<file path="src/rtl/eod_pkg.sv">
// Package for the elevator order dispatcher: types, codes and sizes
`timescale 1ns / 1ps
package eod_pkg;
  localparam int NumFloorsDef = 4;

  typedef enum logic [1:0] {
    OP_ADD   = 2'd0,
    OP_NEXT  = 2'd1,
    OP_CLR   = 2'd2,
    OP_CLRAL = 2'd3
  } op_t;

  typedef enum logic [1:0] {
    KIND_UP   = 2'd0,
    KIND_DOWN = 2'd1,
    KIND_IN   = 2'd2,
    KIND_NONE = 2'd3
  } kind_t;

  typedef enum logic [1:0] {
    MOV_UP   = 2'd0,
    MOV_DOWN = 2'd1,
    MOV_STOP = 2'd2,
    MOV_RSV  = 2'd3
  } mov_t;

  // list selectors
  typedef enum logic [1:0] {
    LST_UP   = 2'd0,
    LST_DOWN = 2'd1,
    LST_STOP = 2'd2,
    LST_NONE = 2'd3
  } lst_t;

  typedef enum logic [3:0] {
    ST_IDLE,
    ST_ADD_UP,
    ST_ADD_DN,
    ST_CLR,
    ST_MOVE,
    ST_SORT,
    ST_NEAR,
    ST_PICK,
    ST_TAKE_RM,
    ST_TAKE_ADD,
    ST_DONE
  } state_t;
endpackage

</file>
<file path="src/rtl/elevator_order_dispatcher.sv">
// Elevator order dispatcher: three floor lists and a target under a small sequencer
//
// One item is taken at a time; in_ready is low while it is worked on. A small
// sequencer walks the up, down and stop lists one entry per cycle through a
// shared compare unit, pausing while an entry is shifted out of a list.
// - Clear-all and ignored adds go straight to the done state.
// - An add scans the list for duplicates one entry per cycle, then appends.
// - A next-target while stopped or with no target sorts the stop buffer with
//   one compare-swap per cycle. With an empty buffer it scans both call
//   lists instead and takes the nearest call.
// - A floor clear sweeps all three lists and, on each match, shifts the rest
//   of that list down one slot per cycle.
// The result sits in an output register and is held until taken. in_ready
// returns in the cycle after the result transfer.
`timescale 1ns / 1ps
module elevator_order_dispatcher import eod_pkg::*; #(
  parameter int NUM_FLOORS = NumFloorsDef
) (
  input  logic              clk,
  input  logic              rst_n,
  input  logic              in_valid,
  output logic              in_ready,
  input  logic [1:0]        in_op,
  input  logic [1:0]        in_order_kind,
  input  logic [1:0]        in_floor,
  input  logic [1:0]        in_movement,
  input  logic [2:0]        in_position,
  output logic              out_valid,
  input  logic              out_ready,
  output logic signed [2:0] out_target
);
  localparam int IW = (NUM_FLOORS > 1) ? $clog2(NUM_FLOORS) : 1;
  localparam int CW = $clog2(NUM_FLOORS + 1);
  localparam int FW = 2;

  // list storage; entries beyond a count are never read
  logic [FW-1:0] lst_r [3][NUM_FLOORS];
  logic [CW-1:0] cnt_r [3];
  logic signed [2:0] tgt_r;

  state_t st_r, st_nxt;
  logic [1:0] op_r, kind_r, fl_r, mov_r;
  logic signed [4:0] pos_r;
  lst_t sel_r;
  logic [CW-1:0] k_r, pass_r;
  logic [CW-1:0] bu_idx_r, bd_idx_r;
  logic [3:0] bu_d_r, bd_d_r;
  logic bu_ok_r, bd_ok_r;
  logic [CW-1:0] rm_idx_r;
  logic [FW-1:0] take_f_r;
  logic out_valid_r;
  logic signed [2:0] out_tgt_r;

  assign in_ready = (st_r == ST_IDLE) && !out_valid_r;
  assign out_valid = out_valid_r;
  assign out_target = out_tgt_r;

  // shared unit: current entry, its floor distance (half-floor gap halved) and move tests
  logic [FW-1:0] cur_f, nxt_f;
  logic signed [4:0] dlt;
  logic [3:0] hdist;
  logic [1:0] sidx;
  logic dup;
  always_comb begin
    sidx  = (sel_r == LST_NONE) ? 2'd0 : sel_r;
    cur_f = lst_r[sidx][k_r[IW-1:0]];
    nxt_f = lst_r[sidx][(k_r[IW-1:0] + IW'(1))];
    dlt   = $signed({2'b00, cur_f, 1'b0}) - pos_r;
    hdist = dlt[4] ? 4'((-dlt) >>> 1) : 4'(dlt >>> 1);
  end

  logic seq_hit;
  always_comb begin
    seq_hit = 1'b0;
    if (mov_r == MOV_UP)
      seq_hit = (pos_r < $signed({2'b00, cur_f, 1'b0})) &&
                (tgt_r > $signed({1'b0, cur_f}));
    else
      seq_hit = (pos_r > $signed({2'b00, cur_f, 1'b0})) &&
                (tgt_r < $signed({1'b0, cur_f}));
  end

  // duplicate search for add: one compare per cycle
  assign dup = (k_r < cnt_r[sidx]) && (cur_f == take_f_r);

  // decode the first state of an accepted item
  always_comb begin
    st_nxt = st_r;
    unique case (st_r)
      ST_IDLE: if (in_valid && in_ready) begin
        unique case (in_op)
          OP_ADD: begin
            if (in_order_kind == KIND_NONE || 32'(in_floor) >= NUM_FLOORS)
              st_nxt = ST_DONE;
            else if (in_order_kind == KIND_DOWN) st_nxt = ST_ADD_DN;
            else st_nxt = ST_ADD_UP;
          end
          OP_NEXT: begin
            if ((in_movement == MOV_UP || in_movement == MOV_DOWN) && tgt_r >= 0)
              st_nxt = ST_MOVE;
            else st_nxt = ST_SORT;
          end
          OP_CLR:  st_nxt = ST_CLR;
          default: st_nxt = ST_DONE;
        endcase
      end
      default: st_nxt = st_r;
    endcase
  end

  // sequencer datapath
  always_ff @(posedge clk) begin
    if (!rst_n) begin
      st_r <= ST_IDLE;
      cnt_r[0] <= '0; cnt_r[1] <= '0; cnt_r[2] <= '0;
      tgt_r <= -3'sd1;
      out_valid_r <= 1'b0;
      sel_r <= LST_NONE;
      k_r <= '0;
    end else begin
      // raise the result on completion, drop it once transferred
      if (st_r == ST_DONE) out_valid_r <= 1'b1;
      else if (out_valid_r && out_ready) out_valid_r <= 1'b0;
      unique case (st_r)
        ST_IDLE: begin
          if (in_valid && in_ready) begin
            op_r <= in_op; kind_r <= in_order_kind; fl_r <= in_floor;
            mov_r <= in_movement; k_r <= '0; pass_r <= '0;
            take_f_r <= in_floor;
            st_r <= st_nxt;
            // nudge the position half a floor when moving with no target
            if (in_op == OP_NEXT && in_movement == MOV_UP && tgt_r < 0)
              pos_r <= $signed({2'b00, in_position}) + 5'sd1;
            else if (in_op == OP_NEXT && in_movement == MOV_DOWN && tgt_r < 0)
              pos_r <= $signed({2'b00, in_position}) - 5'sd1;
            else
              pos_r <= $signed({2'b00, in_position});
            if (in_op == OP_ADD)
              sel_r <= (in_order_kind == KIND_DOWN) ? LST_DOWN : LST_UP;
            else if (in_op == OP_CLR)
              sel_r <= LST_UP;
            else if (in_op == OP_NEXT) begin
              if (in_movement == MOV_UP && tgt_r >= 0) sel_r <= LST_UP;
              else if (in_movement == MOV_DOWN && tgt_r >= 0) sel_r <= LST_DOWN;
              else sel_r <= LST_STOP;
            end
            if (in_op == OP_CLRAL) begin
              cnt_r[0] <= '0; cnt_r[1] <= '0; cnt_r[2] <= '0;
              tgt_r <= -3'sd1;
            end
          end
        end
        // add: scan for duplicate, then append if absent and the list is not full
        ST_ADD_UP, ST_ADD_DN, ST_TAKE_ADD: begin
          if (dup || k_r >= cnt_r[sidx]) begin
            if (!dup && 32'(cnt_r[sidx]) < NUM_FLOORS) begin
              lst_r[sidx][cnt_r[sidx][IW-1:0]] <= take_f_r;
              cnt_r[sidx] <= cnt_r[sidx] + CW'(1);
            end
            if (st_r == ST_ADD_UP && kind_r == KIND_IN) begin
              k_r <= '0; sel_r <= LST_DOWN; st_r <= ST_ADD_DN;
            end else if (st_r == ST_TAKE_ADD) begin
              // resume the moving scan in the list taken from
              k_r <= rm_idx_r; sel_r <= (mov_r == MOV_UP) ? LST_UP : LST_DOWN;
              st_r <= (mov_r == MOV_UP || mov_r == MOV_DOWN) ? ST_MOVE : ST_DONE;
            end else begin
              k_r <= '0; st_r <= ST_DONE;
            end
          end else k_r <= k_r + CW'(1);
        end
        // clear floor: sweep each list, shifting out matches
        ST_CLR: begin
          if (k_r >= cnt_r[sidx]) begin
            k_r <= '0;
            if (sel_r == LST_STOP) begin
              if (tgt_r == $signed({1'b0, fl_r})) tgt_r <= -3'sd1;
              st_r <= ST_DONE;
            end else sel_r <= (sel_r == LST_UP) ? LST_DOWN : LST_STOP;
          end else if (cur_f == fl_r) begin
            rm_idx_r <= k_r; st_r <= ST_TAKE_RM; take_f_r <= fl_r;
          end else k_r <= k_r + CW'(1);
        end
        // moving with target: one call test per cycle
        ST_MOVE: begin
          if (k_r >= cnt_r[sidx]) st_r <= ST_DONE;
          else if (seq_hit) begin
            take_f_r <= cur_f; tgt_r <= $signed({1'b0, cur_f});
            rm_idx_r <= k_r; st_r <= ST_TAKE_RM;
          end else k_r <= k_r + CW'(1);
        end
        // bubble sort of stop buffer, one compare-swap per cycle; an empty buffer goes to the nearest call scan
        ST_SORT: begin
          if (cnt_r[2] == '0) begin
            k_r <= '0; sel_r <= LST_UP; bu_ok_r <= 1'b0; bd_ok_r <= 1'b0;
            st_r <= ST_NEAR;
          end else if (pass_r + CW'(1) >= cnt_r[2]) begin
            tgt_r <= $signed({1'b0, lst_r[2][0]});
            st_r <= ST_DONE;
          end else begin
            if (k_r + CW'(1) < cnt_r[2] - pass_r) begin
              if (cur_f > nxt_f) begin
                lst_r[2][k_r[IW-1:0]] <= nxt_f;
                lst_r[2][(k_r[IW-1:0] + IW'(1))] <= cur_f;
              end
              k_r <= k_r + CW'(1);
            end else begin
              k_r <= '0; pass_r <= pass_r + CW'(1);
            end
          end
        end
        // nearest call scan: up list then down list
        ST_NEAR: begin
          if (k_r >= cnt_r[sidx]) begin
            k_r <= '0;
            if (sel_r == LST_UP) sel_r <= LST_DOWN;
            else st_r <= ST_PICK;
          end else begin
            if (sel_r == LST_UP) begin
              if (!bu_ok_r || hdist < bu_d_r) begin
                bu_ok_r <= 1'b1; bu_d_r <= hdist; bu_idx_r <= k_r;
              end
            end else if (!bd_ok_r || hdist < bd_d_r) begin
              bd_ok_r <= 1'b1; bd_d_r <= hdist; bd_idx_r <= k_r;
            end
            k_r <= k_r + CW'(1);
          end
        end
        ST_PICK: begin
          if (!bu_ok_r && !bd_ok_r) begin
            st_r <= ST_DONE; op_r <= OP_CLRAL;
          end else begin
            if (bd_ok_r && (!bu_ok_r || bd_d_r < bu_d_r)) begin
              sel_r <= LST_DOWN; rm_idx_r <= bd_idx_r;
              take_f_r <= lst_r[1][bd_idx_r[IW-1:0]];
              tgt_r <= $signed({1'b0, lst_r[1][bd_idx_r[IW-1:0]]});
            end else begin
              sel_r <= LST_UP; rm_idx_r <= bu_idx_r;
              take_f_r <= lst_r[0][bu_idx_r[IW-1:0]];
              tgt_r <= $signed({1'b0, lst_r[0][bu_idx_r[IW-1:0]]});
            end
            mov_r <= MOV_STOP; k_r <= bu_idx_r;
            st_r <= ST_TAKE_RM;
          end
        end
        // remove entry rm_idx_r by shifting one slot per cycle
        ST_TAKE_RM: begin
          if (rm_idx_r + CW'(1) < cnt_r[sidx]) begin
            lst_r[sidx][rm_idx_r[IW-1:0]] <= lst_r[sidx][(rm_idx_r[IW-1:0] + IW'(1))];
            rm_idx_r <= rm_idx_r + CW'(1);
          end else begin
            cnt_r[sidx] <= cnt_r[sidx] - CW'(1);
            rm_idx_r <= k_r;
            if (op_r == OP_CLR) st_r <= ST_CLR;
            else begin
              sel_r <= LST_STOP; k_r <= '0; st_r <= ST_TAKE_ADD;
            end
          end
        end
        ST_DONE: begin
          out_tgt_r <= (op_r == OP_CLRAL) ? -3'sd1 : tgt_r;
          st_r <= ST_IDLE;
        end
        default: st_r <= ST_IDLE;
      endcase
    end
  end
endmodule

</file>
<file path="config.mk">
export PLATFORM = sky130hd
export DESIGN_NAME = elevator_order_dispatcher
export DESIGN_NICKNAME = d
export VERILOG_FILES = /design/src/rtl/eod_pkg.sv /design/src/rtl/elevator_order_dispatcher.sv
export SDC_FILE = /design/constraint.sdc
export NUM_CORES = 1
export LEC_CHECK = 0
export BUFFER_PORTS_ARGS = -buffer_cell sky130_fd_sc_hd__clkbuf_2
export CAP_MARGIN = 20
export CELL_PAD_IN_SITES_DETAIL_PLACEMENT = 2
export CELL_PAD_IN_SITES_GLOBAL_PLACEMENT = 2
export CORE_MARGIN = 2
export CORE_UTILIZATION = 42
export CTS_CLUSTER_SIZE = 10
export DETAILED_ROUTE_END_ITERATION = 10
export HOLD_SLACK_MARGIN = 0.02
export PLACE_DENSITY_LB_ADDON = 0.12
export SLEW_MARGIN = 20
export SYNTH_ARGS = -nofsm -noshare
export SYNTH_HDL_FRONTEND = slang
export SYNTH_SLANG_ARGS = --single-unit
</file>
<file path="constraint.sdc">
create_clock -name clk -period 5.4 [get_ports clk]
set_clock_uncertainty 0.1 [all_clocks]
set_input_delay 0.54 -clock clk [delete_from_list [all_inputs] [get_ports clk]]
set_output_delay 0.54 -clock clk [all_outputs]
set_load 0.02 [all_outputs]
</file>
==> metrics, run 1 <==
status=finished, final reports clean; crit path DAT=between 5000 and 6000 ps; simple-gate share of the synthesized area=roughly 17%; Placed Cells=just over 900; Compound-Gate Fraction of Synth Area=between 10% and 20%; average size of a mapped cell=about 10 sq um; initial antenna violation count=0; VDD IR max=around 230 uV; flops & latches, synth=97; Root Buffer Master=clkbuf_16; vias in the first global route=6,337; PwrDens=between 500 and 600 mW/mm^2; Final Critical Period=roughly 5100 ps; Max Slew Vio Count=0; DR vias/cell=6.26; Crit. End Element=flop; share of layout cells above drive strength 1=12.9%; largest net degree at the start of global routing=23; worst skew pair latency=370 ps; Area contributors post-synth=edfxtp_1 (36%), ha_1 (8.1%), mux2i_1 (5.3%); clk buf depth=2; postcts setup bufs=0; post-synth top area share=between 30% and 40%; crit path max fanout=17; ys async rst share=0%; cts bufs inserted=9; Die Area=0.0176 sq mm; critical path type=reg -> reg; setup TNS=0 ps; fin cells=934; 1st-iter DRT viols=428; Final Hold Vio Count=0; mux contribution to synthesized area=10.8%; chip height=between 100 and 150 um; DR pass1 iterations=5; distinct cell type count after synthesis=75; min-delay worst type=in -> reg; Post-synth EDFFs=84; Inserted Diodes=0; dominant synthesized flop cell=edfxtp_1; slowest stage delay, CP=between 400 and 500 ps; largest family of logic cells by synthesized area=simple AND/OR/NAND/NOR gates; Final ANT Viol Nets=0; Routed WL per cell=between 20 and 30 um; WP data required=around 5400 ps; core area=around 0.016 sq mm; Syn Inst Count=687; GPL Wtd Cong=between 0.9 and 1; nets=slightly below 800; CTS H-tree depth=3; static leakage=approximately 3 nW; GR Util All Layers=between 20 and 30%; Worst slew margin=roughly a third; leading area contributor after synthesis=edfxtp_1; startpoint types=flop; post-route DRC violation count=0; synthesized area=0.00697 sq mm; critical-path cell list=inv_1 -> ha_1 -> buf_6 -> mux2_2 -> nor2_1 -> o31ai_2 -> and2_2 -> fa_1 -> and3_1 -> mux2i_4 -> a31oi_1 -> xnor2_1 -> nor2b_1 -> xnor2_1 -> ha_1 -> o21a_1 -> o211ai_1 -> o21ai_1 -> nor3_2 -> buf_4; xor/xnor share of the synthesized area=around 2.5%; total gr overflow=0; initial core utilization=a little over two fifths; slowest cell on the critical path=fa_1; Clock Sinks=between 90 and 100; Max Cap Viol=0; RSZ-0062 raised after global routing=false; Final setup viols=0; Max Clock Freq=between 150 and 200 MHz; vias=about 6k; Synth Warn #=0; final period utilization=94.0%; width of the die=about 130 um; global-route wire length before repair=a little under 40 mm; hpwl dp=between 15 and 20 mm; I/O Pins=20; Post-Syn Nets=between 700 and 800; I/O Buffers=19; CP bufs+invs=3; Worst-path clk slew=around 70 ps; CP top delay family=simple AND/OR/NAND/NOR gates; WL final=24.7 mm; sequential share of the synthesized area=between 30 and 40%; worst-margin pin slew=1010 ps; Post-Synth Adder-Cell Area=under 10%; Rows=between 40 and 50; CTS tree=built; Area Growth Syn to Fin=9.73%
-- cells by family (layout without fill, tap and decap cells) --
family | Yosys count | in the layout
multiplexers | 57 | 57
AND/OR/NAND/NOR | 230 | 230
AO/OA/AOI/OAI | 166 | 166
flip-flops | 97 | 97
buffers and inverters | 69 | 96
adder cells (fa/ha/maj) | 48 | 48
XOR/XNOR | 20 | 20
-- worst register-to-register path, cell delays in order (launching register included) --
cell,delay [ps]
dfxtp_1,340
inv_1,110
ha_1,200
buf_6,240
mux2_2,380
nor2_1,130
o31ai_2,90
and2_2,260
fa_1,470
and3_1,240
mux2i_4,190
a31oi_1,140
xnor2_1,260
nor2b_1,210
xnor2_1,220
ha_1,320
o21a_1,170
o211ai_1,160
o21ai_1,170
nor3_2,220
buf_4,190
-- placed cells by master, fill, tap and decap left out, types with 4 or more instances in the layout --
| cell type | instances |
|---|---|
| and3_1 | 13 |
| nand3_1 | 23 |
| ha_1 | 44 |
| a21oi_1 | 43 |
| inv_1 | 43 |
| nor2_1 | 63 |
| a22oi_1 | 8 |
| o21ai_0 | 22 |
| nor3_1 | 16 |
| nor2b_1 | 15 |
| o221ai_1 | 4 |
| and4_1 | 4 |
| nor4_1 | 5 |
| buf_4 | 15 |
| nand2b_1 | 14 |
| o21a_1 | 8 |
| edfxtp_1 | 84 |
| mux2i_1 | 37 |
| clkbuf_2 | 19 |
| xnor2_1 | 10 |
| mux4_2 | 12 |
| clkbuf_16 | 9 |
| a21o_1 | 9 |
| dfxtp_1 | 13 |
| o211ai_1 | 12 |
| or3_1 | 4 |
| a211oi_1 | 13 |
| nand2_1 | 45 |
| and2_1 | 5 |
| mux2_2 | 6 |
| xor2_1 | 10 |
-- cells in the mapped netlist, types with 4 or more instances --
library cell   n
edfxtp_1      84
nor2_1        63
ha_1          45
nand2_1       45
a21oi_1       43
inv_1         43
mux2i_1       37
nand3_1       23
o21ai_0       22
clkbuf_1      17
nor3_1        17
nor2b_1       15
nand2b_1      14
a211oi_1      13
and3_1        13
dfxtp_1       13
mux4_2        12
o211ai_1      12
xnor2_1       10
xor2_1        10
a21o_1         9
a22oi_1        8
o21a_1         8
and2_1         6
mux2_2         6
and4_1         5
nor4_1         5
buf_2          4
o221ai_1       4
or3_1          4
-- state kept, by name, indices dropped and copies added (netlist names), 4 cells and up --
| signal | flops |
|---|---|
| st_r | 4 |
| pos_r | 5 |
| bd_d_r | 4 |
| bu_d_r | 4 |
| lst_r | 32 |
| cnt_r | 12 |
-- path summary, 6_finish.rpt --
kind                          startpoint                     end  slack, ps  cells past startpoint
setup reg to reg   sel_r[1]$_SDFFE_PN1P_     bu_d_r[1]$_DFFE_PP_        330                     20
setup / recovery   sel_r[1]$_SDFFE_PN1P_     bu_d_r[1]$_DFFE_PP_        330                     20
hold reg to reg   out_valid$_SDFFE_PN0P_  out_valid$_SDFFE_PN0P_        390                      2
hold / removal                 out_ready  out_valid$_SDFFE_PN0P_        250                      2
-- metrics by stage --
step / hold WS [ps] / instance area [sq um] / util, % / power (mW) / setup WS (ps)
floorplan: 412 / 6970 / - / 2.53 / 630
global placement: 372 / 7340 / 44.7 / 3.09 / 579
detailed placement: 386 / 7340 / 44.7 / 3.21 / 213
CTS: 249 / 7630 / 46.5 / 3.90 / 139
global route: 270 / 7650 / 46.6 / 4.16 / 22.0
finish: 253 / 7650 / 46.6 / 3.93 / 326
-- power by group --
group	internal, mW	switching (mW)
combinational	0.821	1.38
sequential	0.949	0.112
clock	0.327	0.336
-- routing by layer --
layer	track usage, %	vias to the layer above	routed length, um	part of all wire (%)
li1	-	2639	-	-
met1	38.8	2996	10900	44
met2	47.6	162	11900	48
met3	3.79	53	1090	4.4
met4	10.9	0	796	3.2
met5	0	-	0	0
-- what timing repair did --
action,CTS,global route
hold buffers,0,0
resized for setup,0,6
endpoints found under the setup margin,0,14
-- layout make-up --
class | instances | area [sq um]
repair buffers | 35 | 219
fillers | 1704 | 8760
multi-input cells | 521 | 3910
clock buffers | 9 | 225
flip-flops and latches | 97 | 2780
well taps | 220 | 275
clock inverters | 7 | 67.6
inverters | 45 | 169
No activity file was read; power rests on OpenSTA's default activity.
==> inputs of run 2 (changes only) <==
Settings changed: CORE_UTILIZATION 42 to 43, CTS_BUF_LIST set to sky130_fd_sc_hd__clkbuf_4 sky130_fd_sc_hd__clkbuf_8.
==> metrics, run 2 (synthesis results as in run 1) <==
hpwl dp=18.8 mm (-1.6%); initial antenna violation count=0 (unchanged); Worst slew margin=28.7% (-3.9 points); DR vias/cell=6.28 (+0.25%); Net Switching=1.79 mW (-2.3%); WP data required=5400 ps (+20 ps); global-route wire length before repair=37.5 mm (-2.5%); RSZ-0062 raised after global routing=false; VDD IR max=241 uV (+4.9%); share of layout cells above drive strength 1=12.6% (-0.26 points); crit path DAT=4980 ps (-70 ps); vias=5,833 (-0.29%); postcts setup bufs=0 (unchanged); Final Hold Vio Count=0 (unchanged); critical-path cell list=inv_1 -> ha_2 -> mux2i_1 -> a22o_1 -> o31ai_2 -> and2_1 -> buf_4 -> ha_1 -> nor4b_1 -> mux2i_1 -> nand3_1 -> xor2_1 -> xor2_1 -> ha_1 -> o21a_1 -> o211ai_1 -> o21ai_1 -> nor3_1 -> buf_4; hold buffers post-CTS=0 (unchanged); startpoint types=flop; 1st-iter DRT viols=332 (-22%); I/O Pins=20 (unchanged); Seq pwr share=27.8% (+0.8 points); total power=3.79 mW (-3.4%); I/O Buffers=19 (unchanged); Final ANT Viol Nets=0 (unchanged); most frequent cells in the layout=edfxtp_1 (84), nor2_1 (63), nand2_1 (45); Rows=46 (-2.1%); total gr overflow=0 (unchanged); crit path max fanout=10 (-7); post_cts resized=0 (unchanged); Area Growth Syn to Fin=8.36%; GPL Wtd Cong=0.898 (-0.53%); Worst-path clk slew=100 ps (+30 ps); post-route DRC violation count=0 (unchanged); Max Clock Freq=201 MHz (+1.9%); Root Buffer Master=clkbuf_8; Max Cap Viol=0 (unchanged); Crit. End Element=flop; clk buf depth=2 (unchanged); cts bufs inserted=9 (unchanged); Inserted Diodes=0 (unchanged); status=finished, final reports clean; Final Critical Period=4980 ps (-96.8 ps); Routed WL per cell=25.6 um (-3.2%); GR Util All Layers=28.3% (-0.58 points); Clock power frac=14.2% (-2.7 points); CTS tree=built; worst skew pair latency=400 ps (+30 ps); Final setup viols=0 (unchanged); final period utilization=92.2% (-1.8 points); Max Slew Vio Count=0 (unchanged); fin cells=929 (-0.54%); slowest cell on the critical path=xor2_1; static leakage=2.87 nW (-1.5%); CP top delay family=adder cells; width of the die=131 um (-1.1%); Clock Sinks=97 (unchanged); PwrDens=502 mW/mm^2 (-2.2%); Die Area=0.0172 sq mm (-2.3%); initial core utilization=43.9% (+1.4 points); Cell Int Power=2.01 mW (-4.3%); worst-margin pin slew=1060 ps (+50.1 ps); Gate power share=58.0% (+1.9 points); CP bufs+invs=3 (unchanged); vias in the first global route=6,284 (-0.84%); critical path type=reg -> reg; CTS H-tree depth=3 (unchanged); setup TNS=0 ps (unchanged); commonest non-fill, non-tap cell in the layout=edfxtp_1; slowest stage delay, CP=390 ps (-80 ps); WL final=23.8 mm (-3.7%); largest net degree at the start of global routing=23 (unchanged); Worst Reg2Reg Path Length in Cells=19 (-5.0%); instance count on the critical path=19 (-5.0%); number of flip-flops in the largest register=32 (unchanged); Worst Hold Depth=2 (unchanged); nets=771 (-0.13%); layout filler cell count=1,739 (+2.1%); DR pass1 iterations=5 (unchanged); core area=0.0159 sq mm (-3.2%); Switching Fraction=47.1% (+0.52 points); chip height=131 um (-1.1%); Placed Cells=913 (-0.54%); min-delay worst type=in -> reg
[run 2: cell count changes in the layout (fill, tap and decap cells not counted), sizes merged]
cell      delta
inv          -1
buf          -1
clkinv       +1
bufinv       +1
clkinvlp     -1
[run 2: per-layer routing]
metal | vias to the layer above | global-route usage, % | share of wire [%]
met5 | - | 0 | 0
met4 | 0 | 9.78 | 2.7
met1 | 2989 | 38.4 | 45
met2 | 170 | 47.1 | 48
met3 | 43 | 3.24 | 4.1
li1 | 2631 | - | -
[run 2: cell type report]
class	count	area, sq um	area share, %
Timing Repair Buffer	34	208	2.75
Inverter	45	169	2.24
Tap cell	216	270	3.58
Clock inverter	7	95.1	1.26
Multi-Input combinational cell	521	3910	51.7
Clock buffer	9	124	1.64
Sequential cell	97	2780	36.8
[run 2: stage by stage]
stage          area (sq um)  hold WS [ps]  utilization (%)  setup slack [ps]
4_1_cts                7550           215             47.5               222
6_report               7550           228             47.6               423
3_3_place_gp           7330           367             46.1               503
2_1_floorplan          6970           412                -               630
3_5_place_dp           7330           385             46.1               272
5_1_grt                7550           230             47.6              65.6
[run 2: final timing paths]
check | slack (ps) | startpoint | to
worst max-delay path | 420 | sel_r[1]$_SDFFE_PN1P_ | bu_idx_r[1]$_DFFE_PP_
worst min-delay path | 230 | out_ready | out_valid$_SDFFE_PN0P_
worst max register to register | 420 | sel_r[1]$_SDFFE_PN1P_ | bu_idx_r[1]$_DFFE_PP_
worst min register to register | 400 | out_valid$_SDFFE_PN0P_ | out_valid$_SDFFE_PN0P_
[run 2: power by group through the flow]
| stage | logic [mW] | clock network, mW | registers, mW |
|---|---|---|---|
| after detailed placement | 2.16 | 0 | 1.07 |
| after floorplan | 1.52 | 0 | 1.01 |
| after global routing | 2.40 | 0.571 | 1.07 |
| final | 2.20 | 0.539 | 1.05 |
| after CTS | 2.18 | 0.544 | 1.05 |
| after global placement | 2.04 | 0 | 1.06 |
